`src/rtl/tfsd_pkg.sv`:
```
// Shared types, constants and the coefficient table of the three-axis FIR block.
package tfsd_pkg;

  // Fixed field widths
  localparam int SMP_W  = 16;
  localparam int COEF_W = 18;
  localparam int PROD_W = SMP_W + COEF_W;
  localparam int ACC_W  = 44;
  localparam int COEF_SHIFT = 22;
  localparam int NUM_FIELDS = 3;
  localparam int AX_W   = 2;
  localparam int HALF_COEFS = 159;
  localparam int FULL_COEFS = 318;
  localparam int CIDX_W = 10;

  // Configuration register indexes
  localparam logic [1:0] REG_SPIKE_LIMIT = 2'd0;
  localparam logic [1:0] REG_DEAD_BAND   = 2'd1;
  localparam logic [1:0] REG_Z_OFFSET    = 2'd2;

  // Sequencer states
  typedef enum logic [2:0] {
    ST_IDLE,
    ST_WRITE,
    ST_MAC,
    ST_DRAIN,
    ST_ROUND,
    ST_SPIKE,
    ST_BAND,
    ST_DONE
  } state_e;

  // Control from the sequencer to the MAC
  typedef struct packed {
    logic clear;
    logic en;
  } mac_ctrl_t;

  // First half of the symmetric low-pass table, units of 2^-22
  localparam int HALF_COEF [HALF_COEFS] = '{
    -382, -189, -235, -286, -343, -407, -476, -553, -636, -725,
    -821, -922, -1030, -1142, -1260, -1382, -1506, -1634, -1763, -1893,
    -2021, -2148, -2271, -2390, -2501, -2605, -2698, -2780, -2848, -2901,
    -2936, -2953, -2947, -2919, -2867, -2787, -2680, -2544, -2377, -2178,
    -1946, -1681, -1381, -1048, -681, -280, 154, 620, 1117, 1642,
    2195, 2772, 3372, 3990, 4623, 5269, 5922, 6578, 7233, 7881,
    8518, 9139, 9737, 10308, 10845, 11343, 11796, 12199, 12545, 12831,
    13050, 13197, 13269, 13260, 13168, 12989, 12720, 12359, 11905, 11356,
    10713, 9977, 9148, 8230, 7224, 6135, 4968, 3728, 2422, 1056,
    -361, -1820, -3312, -4827, -6354, -7881, -9396, -10887, -12340, -13744,
    -15083, -16346, -17517, -18583, -19531, -20348, -21020, -21536, -21883, -22050,
    -22026, -21803, -21370, -20721, -19849, -18748, -17414, -15844, -14036, -11991,
    -9710, -7195, -4451, -1484, 1700, 5091, 8680, 12454, 16402, 20507,
    24756, 29131, 33614, 38187, 42830, 47522, 52243, 56971, 61684, 66359,
    70974, 75506, 79933, 84234, 88386, 92368, 96160, 99743, 103098, 106207,
    109055, 111625, 113905, 115882, 117547, 118889, 119902, 120580, 120920
  };

  // Coefficient of tap j: mirrored table, zero past the table's end
  function automatic logic signed [COEF_W-1:0] coef_at(input logic [CIDX_W-1:0] j);
    logic [CIDX_W-1:0] m;
    m = CIDX_W'(FULL_COEFS - 1) - j;
    if (j < CIDX_W'(HALF_COEFS)) begin
      return COEF_W'(HALF_COEF[j[7:0]]);
    end else if (j < CIDX_W'(FULL_COEFS)) begin
      return COEF_W'(HALF_COEF[m[7:0]]);
    end else begin
      return '0;
    end
  endfunction

  // Saturate a 17-bit signed value to 16 bits
  function automatic logic signed [SMP_W-1:0] sat17(input logic signed [SMP_W:0] v);
    if (v > 17'sd32767) begin
      return 16'sh7fff;
    end else if (v < -17'sd32768) begin
      return 16'sh8000;
    end else begin
      return v[SMP_W-1:0];
    end
  endfunction

endpackage

```
`src/rtl/tfsd_mac.sv`:
```
// Shared multiply-accumulate unit: registered product, then exact accumulation.
module tfsd_mac (
  input  logic                                  clk_i,
  input  logic                                  rst_ni,
  input  tfsd_pkg::mac_ctrl_t                   ctrl_i,
  input  logic signed [tfsd_pkg::COEF_W-1:0]    coef_i,
  input  logic signed [tfsd_pkg::SMP_W-1:0]     sample_i,
  output logic signed [tfsd_pkg::ACC_W-1:0]     acc_o
);

  logic                                 pv_q;
  logic signed [tfsd_pkg::PROD_W-1:0]   prod_q;
  logic signed [tfsd_pkg::ACC_W-1:0]    acc_q;

  // Product stage
  always_ff @(posedge clk_i) begin
    prod_q <= coef_i * sample_i;
  end

  // Product valid and accumulator
  always_ff @(posedge clk_i or negedge rst_ni) begin
    if (!rst_ni) begin
      pv_q  <= 1'b0;
      acc_q <= '0;
    end else if (ctrl_i.clear) begin
      pv_q  <= 1'b0;
      acc_q <= '0;
    end else begin
      pv_q <= ctrl_i.en;
      if (pv_q) begin
        acc_q <= acc_q + tfsd_pkg::ACC_W'(prod_q);
      end
    end
  end

  assign acc_o = acc_q;

endmodule

```
`config.mk`:
```
export PLATFORM = sky130hd
export DESIGN_NAME = tfsd_mac
export DESIGN_NICKNAME = d
export VERILOG_FILES = /design/src/rtl/tfsd_pkg.sv /design/src/rtl/tfsd_mac.sv
export SDC_FILE = /design/constraint.sdc
export NUM_CORES = 1
export LEC_CHECK = 0
export BUFFER_PORTS_ARGS = -buffer_cell sky130_fd_sc_hd__buf_2
export CAP_MARGIN = 20
export CORE_UTILIZATION = 49
export CTS_BUF_LIST = sky130_fd_sc_hd__clkbuf_4 sky130_fd_sc_hd__clkbuf_8 sky130_fd_sc_hd__clkbuf_16
export CTS_CLUSTER_DIAMETER = 30
export DETAILED_ROUTE_END_ITERATION = 8
export GPL_ROUTABILITY_DRIVEN = 0
export GPL_TIMING_DRIVEN = 0
export PLACE_DENSITY = 0.78
export SYNTH_ARGS = -nofsm -noshare
export SYNTH_HDL_FRONTEND = slang
export SYNTH_SLANG_ARGS = --single-unit
```
`constraint.sdc`:
```
create_clock -name clk_i -period 2.9 [get_ports clk_i]
set_input_delay 0.435 -clock clk_i [delete_from_list [all_inputs] [get_ports clk_i]]
set_output_delay 0.435 -clock clk_i [all_outputs]
set_load 0.005 [all_outputs]
```
# Word level (Yosys, flattened, before mapping)
# Cells that the tools add are included.
# word_totals
register_bits	79
# classes
addsub	1
n_mul	1
muxes	3
reduce_logical	1
# op_table
operator	n
two-way mux 44 bit	2
adder 44 x 34 -> 44 bit	1
multiplier 18 x 16 -> 34 bit	1
nonzero test 2 bit	1
two-way mux 1 bit	1

# Depth between registers and ports, before layout
# Gate-level depths: netlist (run 1).
# depth
depth_word	3
depth_mapped	24

# Least setup slack after synthesis (run 1)
# Ideal clock, no wire load.
# synth_path
path_type	input -> register
from	input port sample_i[7] (netlist bit)
to	register prod_q[32] (netlist bit)
t_arrival_ns	6.015
t_required_ns	2.828
slack_ns	-3.187
path_stages	23
path_buffers	2
cell_sequence	clkbuf_1 -> clkbuf_1 -> nand2_1 -> fa_1 -> inv_1 -> fa_1 -> inv_1 -> fa_1 -> inv_1 -> fa_1 -> fa_1 -> inv_1 -> fa_1 -> inv_1 -> ha_1 -> a22o_1 -> or3_1 -> a211oi_1 -> a2bb2oi_1 -> o311a_1 -> o31ai_1 -> a21oi_1 -> xnor2_1
# synth_via
elab_chain_len	1
# synth_lines
element	line	text
from (decl)	tfsd_mac.sv:7	input logic signed [tfsd_pkg::SMP_W-1:0] sample_i,
multiplier 18 x 16 -> 34 bit	tfsd_mac.sv:17	prod_q <= coef_i * sample_i;
to (signal assigned)	tfsd_mac.sv:17	
to (decl)	tfsd_mac.sv:12	logic signed [tfsd_pkg::PROD_W-1:0] prod_q;
# Every way passes these cells.
# A chain may end at the register's enable or synchronous reset.

# Final worst setup path (run 1)
# layout_path
from	input port coef_i[9] (netlist bit)
to	register prod_q[30] (netlist bit)
# layout_via
elab_chain_len	1
# layout_lines
element	line	text
from (decl)	tfsd_mac.sv:6	input logic signed [tfsd_pkg::COEF_W-1:0] coef_i,
multiplier 18 x 16 -> 34 bit	tfsd_mac.sv:17	
# Every way passes these cells.

==> metrics.csv, run 1 <==
stage;metric;value;unit
sta;Peak Freq;0.176;GHz
outcome;status;finished with violations;
hold_path;worst hold path type;input port to flip-flop;
drt;DRT Pass-1 Iters;6;
layout;# nets final;2361;
layout;Fill cells;2481;
place;Final HPWL DP;34000;um
place;IO Port Bufs;75;
clock_network;Skew-Pair Late Insertion Delay;350;ps
drt;final WL;44100;um
critical_path;Data arrival, critical path;5920;ps
floorplan;total core area;31600;um2
floorplan;die width;181;um
sta;Max transition margin;47.3;%
job;maxcap violations;0;
drt;DR iter-0 viols;984;
clock_network;CTS sink count;79;
critical_path;cells on worst reg2reg path;11;
drt;Antenna Nets Post-Route;0;
critical_path;CP max FO;4;
hold_path;Hold Path Depth;2;
critical_path;Crit Path Category;input port to flip-flop;
floorplan;Top Ports;82;
drt;vias;13113;
grt;total grt overflow;0;
clock_network;Num CTS Buffers;9;
grt;first-pass GRT wire length;71000;um
critical_path;crit path from;coef_i[9];
floorplan;Rows;65;
clock_network;CTS tree;built;
synth;Synth top area share;36.9;%
layout;area grow syn2layout;21.9;%
layout;n_diodes;0;
sta;Worst Tran Pin Value;791;ps
sta;final slew viol count;0;
layout;share of cells above drive strength 1;20.2;%
critical_path;r2r endpoint;acc_o[42];
floorplan;Initial Util;49.9;%
grt;largest net degree at the start of global routing;46;
synth;Async S/R FF share, synth;57.0;%
critical_path;Critical Path RT;3130;ps
synth;synth cell count leaders;360 x inv_1, 291 x fa_1, 172 x nand2_1;
sta;clk_skew;9.24;ps
sta;RSZ-0062 raised after global routing;yes;
grt;vias in the first global route;13695;
critical_path;crit path launch type;input port;
place;pre-CTS WS;-3690;ps
synth;Seq/Total Area, Yosys;11.4;%
sta;final hold vios;0;
sta;Final WS setup;-2790;ps
floorplan;Die Ht;181;um
critical_path;R2R Path Start;acc_o[0];
outcome;failing checks;setup timing;
synth;Mapped Avg Cell Area;9.00;um2
clock_network;clock root cell;clkbuf_16;
critical_path;Crit. End Element;flip-flop;
synth;Mapped Area;15800;um2
synth;Synth Register Bits;79;
synth;Yosys warning count;0;
hold_path;beginning of the worst hold path;ctrl_i[0];
clock_network;htree depth;3;
drt;post-route DRC violation count;0;
synth;top-count cell post-synth;inv_1;
synth;Synth Instances;1753;
synth;Synth cell types;69;
synth;Synth area leader;fa_1;
sta;fin crit share;196;%
synth;number of enable flip-flop cells after synthesis;0;
grt;Total GRT Usage;27.3;%
grt;initial antenna violation count;0;
sta;Final min period;5690;ps
clock_network;Longest Clk Path Bufs;2;
drt;wire per inst;19.1;um
synth;Top FF cell, synth;dfrtp_1;
clock_network;clock-pin slew on the worst setup and hold paths;70;ps
sta;Hold WS;313;ps
sta;setup tns final;-60820;ps
drt;Via density;5.68;
hold_path;Worst Hold Endpoint;pv_q;
sta;final setup fails;32;
synth;top post-synthesis cells by area;fa_1 37%, ha_1 10%, inv_1 8.6%, dfrtp_1 7.1%, and2_1 5.6%;
floorplan;die area;32900;um2
synth;Syn Nets;2211;
critical_path;reg2reg setup slack;-40;ps
[state kept, by name, indices dropped and copies added, names as in the netlist]
register / flops
acc_o: 44
prod_q: 34
pv_q: 1
[critical path: stages]
cell       delay (ps)
buf_12            110
clkbuf_16         130
and2_4            130
fa_1              510
inv_1              60
fa_1              470
fa_1              520
inv_1              50
fa_1              490
fa_1              590
inv_2              50
fa_1              510
inv_2              50
ha_4              220
a22o_1            240
or3_4             350
a211oi_4          220
a2bb2oi_2         220
o311a_4           230
o31ai_2            70
a21oi_1           170
xnor2_1            90
[cells by family (layout without fill, tap and decap cells)]
family	Yosys count	count (layout)	share of synthesized area, %
compound gates	266	266	11.4
fa+ha+maj	420	420	47.1
flops	79	79	11.4
mux	22	22	1.40
xor+xnor	60	60	3.33
buf+inv	423	578	10.1
simple gates	483	483	15.1
[placed cells by master, fill, tap and decap left out, drive strengths merged, types with 49 or more instances in the layout]
| cell type | n |
|---|---|
| buf | 156 |
| clkbuf | 54 |
| ha | 129 |
| fa | 291 |
| and2 | 142 |
| nor2 | 71 |
| a21oi | 72 |
| a21o | 49 |
| inv | 361 |
| nand2 | 172 |
[cell type report]
| cell class | count | area [um2] | area share (%) |
|---|---|---|---|
| buffer | 56 | 727 | 3.78 |
| clock buffer | 9 | 225 | 1.17 |
| timing repair buffer | 146 | 1200 | 6.26 |
| clock inverter | 7 | 72.6 | 0.377 |
| sequential | 79 | 1810 | 9.40 |
| tap | 402 | 503 | 2.61 |
| multi-input combinational | 1251 | 13400 | 69.4 |
| inverter | 360 | 1350 | 7.02 |
[how the worst max path moves through the flow]
stage	end	slack [ps]	cells past startpoint
final	prod_q[30]	-2790	22
after global routing	prod_q[32]	-2940	23
after CTS	prod_q[32]	-2870	22
after detailed placement	prod_q[32]	-3690	22
after global placement	prod_q[32]	-3650	22
after floorplan	prod_q[32]	-2850	22
[layer usage]
metal	up-vias	wire, um	GRT usage, %
li1	5823	-	-
met1	6492	17900	35.4
met2	669	21000	46.6
met3	129	3410	4.07
met4	0	1780	9.66
met5	-	0	0
[per-stage QoR]
| step | cell area, um2 | instances | util [%] |
|---|---|---|---|
| final | 19200 | 2310 | 60.8 |
| after floorplan | 16400 | 1753 | - |
| after global routing | 19200 | 2310 | 60.8 |
| after global placement | 17300 | 2230 | 54.7 |
| after detailed placement | 17300 | 2230 | 54.7 |
| after CTS | 18700 | 2294 | 59.2 |
[what timing repair did]
| action | CTS | global route |
|---|---|---|
| pin swaps | 84 | 51 |
| hold endpoints to repair | 0 | 8 |
| gates resized for setup | 167 | 85 |
| buffers inserted | 51 | 21 |
| hold buffers | 0 | 1 |
| gates cloned | 1 | 0 |
| endpoints found under the setup margin | 49 | 50 |
Power of run 1 is not shown: default switching activity piles up to over one toggle a cycle in this logic, so the estimate is an artifact.
==> inputs of run 2 (changes only) <==
- PLACE_DENSITY: 0.78 -> 0.75
- SKIP_CTS_REPAIR_TIMING: unset -> 1
- clock period: 2.9 -> 5.25 ns (I/O delays scaled with it)
==> metrics.csv, run 2 (synthesis gave the netlist of run 1 again) <==
stage;metric;value;unit
sta;clk_skew;6.09;ps
sta;Max transition margin;48.9;%
grt;total grt overflow;0;
drt;final WL;41300;um
clock_network;htree depth;3;
floorplan;die width;181;um
grt;met2 GRT Util;41.8;%
critical_path;cells on worst reg2reg path;10;
sta;Final min period;6140;ps
outcome;failing checks;setup timing;
clock_network;clock-pin slew on the worst setup and hold paths;60;ps
critical_path;Data arrival, critical path;6360;ps
place;Final HPWL DP;33500;um
critical_path;reg2reg setup slack;1740;ps
critical_path;Crit Path Category;input port to flip-flop;
critical_path;crit path launch type;input port;
clock_network;Longest Clk Path Bufs;2;
drt;DR iter-0 viols;952;
sta;Worst Tran Pin Value;767;ps
layout;max FFs per register;44;
clock_network;CTS sink count;79;
drt;Via density;5.52;
grt;grt peak-use layer;met2;
sta;final hold vios;0;
drt;wire per inst;18.1;um
sta;Final WS setup;-890;ps
layout;area grow syn2layout;15.9;%
hold_path;worst hold path type;input port to async pin;
layout;final core occ;57.8;%
grt;GR Util met1;34.4;%
sta;final setup fails;19;
outcome;status;finished with violations;
layout;Fill cells;2633;
job;maxcap violations;0;
sta;Peak Freq;0.163;GHz
drt;vias;12627;
floorplan;die area;32900;um2
sta;RSZ-0062 raised after global routing;yes;
drt;post-route DRC violation count;0;
place;IO Port Bufs;75;
grt;vias in the first global route;12797;
floorplan;total core area;31600;um2
floorplan;Top Ports;82;
critical_path;Critical Path RT;5470;ps
drt;DRT Pass-1 Iters;5;
critical_path;crit path from;sample_i[5];
grt;GRT met3 Usage;3.67;%
critical_path;crit path cell chain;buf_6 -> buf_8 -> buf_6 -> and2_4 -> fa_2 -> inv_2 -> fa_2 -> fa_2 -> inv_2 -> fa_2 -> fa_1 -> inv_2 -> fa_2 -> inv_2 -> ha_4 -> o21a_1 -> o32a_1 -> nand4_1 -> a2bb2oi_2 -> o311a_4 -> o31ai_2 -> a21oi_1 -> xnor2_1;
drt;Antenna Nets Post-Route;0;
clock_network;CTS tree;built;
layout;share of cells above drive strength 1;14.8;%
critical_path;r2r endpoint;acc_o[36];
layout;# nets final;2338;
grt;first-pass GRT wire length;65800;um
critical_path;R2R Path Start;acc_o[0];
critical_path;Worst path slowest cell;fa_2;
layout;most frequent cells in the layout;346 x inv_1, 276 x fa_1, 168 x nand2_1;
critical_path;cell repeated most along the worst path;fa_2;
grt;initial antenna violation count;0;
clock_network;Skew-Pair Late Insertion Delay;340;ps
sta;final slew viol count;0;
grt;largest net degree at the start of global routing;46;
sta;fin crit share;117;%
clock_network;Num CTS Buffers;9;
critical_path;Crit. End Element;flip-flop;
floorplan;Rows;65;
floorplan;Initial Util;49.9;%
grt;Total GRT Usage;25.2;%
critical_path;CP max FO;9;
floorplan;Die Ht;181;um
layout;n_diodes;0;
layout;most common cell after layout, fill and taps aside;inv_1;
critical_path;slowest cell delay on critical path;560;ps
clock_network;clock root cell;clkbuf_16;
-- run 2: cell types whose count changed in the layout (fill, tap and decap cells not counted), sizes merged --
cell / before / now
buf: 156 / 147
clkbuf: 54 / 46
dlygate4sd3: 1 / 0
inv: 361 / 360
clkinv: 5 / 1
-- run 2: metal layers --
metal,part of all wire (%),wire length [um],vias to the layer above
li1,-,-,5764
met1,43,17700,6226
met2,47,19400,553
met3,7.6,3130,84
met4,2.7,1120,0
met5,0,0,-
-- run 2: per-stage QoR --
| step | std cells | hold slack [ps] | TNS, ps | worst slack (ps) | instance area (um2) |
|---|---|---|---|---|---|
| after floorplan | 1753 | 492 | -9600 | -850 | 16100 |
| after global placement | 2230 | 508 | -26660 | -1690 | 17000 |
| after detailed placement | 2230 | 515 | -29140 | -1800 | 17000 |
| after CTS | 2246 | 529 | -20230 | -1450 | 17300 |
| after global routing | 2287 | 312 | -13430 | -1010 | 18300 |
| final | 2287 | 304 | -10580 | -890 | 18300 |
-- run 2: worst max-delay path by stage --
| stage | to | slack, ps | cells after the start |
|---|---|---|---|
| floorplan | prod_q[32] | -850 | 22 |
| global placement | prod_q[32] | -1690 | 24 |
| detailed placement | prod_q[30] | -1800 | 24 |
| CTS | prod_q[30] | -1450 | 24 |
| global route | prod_q[24] | -1010 | 22 |
| finish | prod_q[32] | -890 | 23 |
-- run 2: final cells by class --
type,count,area [um2],share of cell area (%)
Buffer,60,599,3.28
Clock buffer,14,322,1.76
Clock inverter,2,38.8,0.212
Inverter,360,1350,7.39
Multi-Input combinational cell,1251,12800,69.9
Sequential cell,79,1810,9.88
Tap cell,402,503,2.75
Timing Repair Buffer,119,880,4.81
-- run 2: worst max-delay path, delay by kind of cell --
kind | cells | cell delay (ps)
compound gates | 6 | 1260
fa+ha+maj | 7 | 3310
xor+xnor | 1 | 130
buf+inv | 7 | 580
simple gates | 2 | 260
Power of run 2 is left out for the same reason.
==> inputs of run 3 (changes only) <==
- SKIP_LAST_GASP: unset -> 1
==> metrics.csv, run 3 (synthesis gave the netlist of run 1 again) <==
stage;metric;value;unit
clock_network;Skew-Pair Late Insertion Delay;340;ps
critical_path;crit path launch type;input port;
floorplan;total core area;31600;um2
clock_network;CTS sink count;79;
critical_path;CP max FO;9;
critical_path;slowest cell delay on critical path;560;ps
grt;largest net degree at the start of global routing;46;
floorplan;Rows;65;
clock_network;Num CTS Buffers;9;
place;IO Port Bufs;75;
drt;vias;12667;
drt;post-route DRC violation count;0;
critical_path;crit-path leading delay family;adder cells;
job;maxcap violations;0;
sta;final slew viol count;0;
sta;Worst Tran Pin Value;766;ps
floorplan;die width;181;um
critical_path;Critical Path RT;5470;ps
drt;final WL;41300;um
sta;RSZ-0062 raised after global routing;yes;
hold_path;worst hold path type;input port to async pin;
grt;Total GRT Usage;25.2;%
critical_path;crit path cell chain;buf_6 -> buf_8 -> buf_6 -> and2_4 -> fa_2 -> inv_2 -> fa_2 -> fa_2 -> inv_2 -> fa_2 -> fa_1 -> inv_2 -> fa_2 -> inv_2 -> ha_4 -> o21a_1 -> o32a_1 -> nand4_1 -> a2bb2oi_2 -> o311a_4 -> o31ai_2 -> a21oi_1 -> xnor2_1;
grt;vias in the first global route;12797;
sta;clk_skew;6.36;ps
outcome;status;finished with violations;
place;pre-CTS WS;-1800;ps
floorplan;Top Ports;82;
floorplan;Initial Util;49.9;%
clock_network;CTS tree;built;
sta;Max transition margin;49.0;%
sta;final setup fails;19;
place;Final HPWL DP;33500;um
clock_network;clock-pin slew on the worst setup and hold paths;60;ps
layout;final core occ;57.8;%
sta;Final min period;6130;ps
layout;share of cells above drive strength 1;14.7;%
drt;wire per inst;18.0;um
layout;most common cell after layout, fill and taps aside;inv_1;
sta;fin crit share;117;%
critical_path;Worst path slowest cell;fa_2;
clock_network;clock root cell;clkbuf_16;
critical_path;Data arrival, critical path;6350;ps
drt;DRT Pass-1 Iters;7;
grt;initial antenna violation count;0;
drt;Antenna Nets Post-Route;0;
layout;area grow syn2layout;15.8;%
layout;# nets final;2338;
outcome;failing checks;setup timing;
sta;Final WS setup;-878;ps
floorplan;Die Ht;181;um
sta;final hold vios;0;
sta;Peak Freq;0.163;GHz
critical_path;cell repeated most along the worst path;fa_2;
clock_network;Longest Clk Path Bufs;2;
grt;total grt overflow;0;
critical_path;CP bufs+invs;7;
layout;n_diodes;0;
critical_path;Crit Path Category;input port to flip-flop;
layout;Fill cells;2630;
layout;max FFs per register;44;
clock_network;htree depth;3;
critical_path;Crit. End Element;flip-flop;
grt;first-pass GRT wire length;65800;um
drt;Via density;5.54;
floorplan;die area;32900;um2
drt;DR iter-0 viols;1042;
layout;most frequent cells in the layout;347 x inv_1, 276 x fa_1, 168 x nand2_1;
==> run 3: worst paths after layout <==
check,start,to,slack (ps),depth (start not counted)
setup / recovery,sample_i[5],prod_q[32],-880,23
hold / removal,rst_ni,acc_o[7],300,1
setup reg to reg,acc_o[0],acc_o[36],1740,10
hold reg to reg,acc_o[39],acc_o[39],520,1
max in group asynchronous,rst_ni,acc_o[29],4470,2
min in group clk_i,acc_o[39],acc_o[39],520,1
==> run 3: worst reg2reg max path: cells and delay by family, from the launching register on <==
| kind | cells | cell delay [ps] |
|---|---|---|
| AOI/OAI and AO/OA | 8 | 2330 |
| DFF | 1 | 390 |
| adders and majority gates | 2 | 680 |
==> run 3: metrics by stage <==
step           TNS, ps  cell area (um2)  instances  hold WS [ps]
2_1_floorplan    -9600            16100       1753           492
3_3_place_gp    -26660            17000       2230           508
3_5_place_dp    -29140            17000       2230           515
4_1_cts         -20230            17300       2246           529
5_1_grt         -13560            18300       2287           312
6_report        -10590            18300       2287           299
==> run 3: area by class of cell <==
cell class	instances	area, um2	area share, %
Multi-Input combinational cell	1251	12800	69.9
Sequential cell	79	1810	9.88
Inverter	360	1350	7.39
Timing Repair Buffer	119	876	4.79
Buffer	60	599	3.28
Tap cell	402	503	2.75
Clock buffer	14	322	1.76
Clock inverter	2	38.8	0.212
==> run 3: routing by layer <==
metal	GRT usage (%)	routed length [um]
met3	3.67	3060
met5	0	0
met2	41.8	19400
met4	7.02	1150
met1	34.4	17700
Power of run 3 is left out for the same reason.
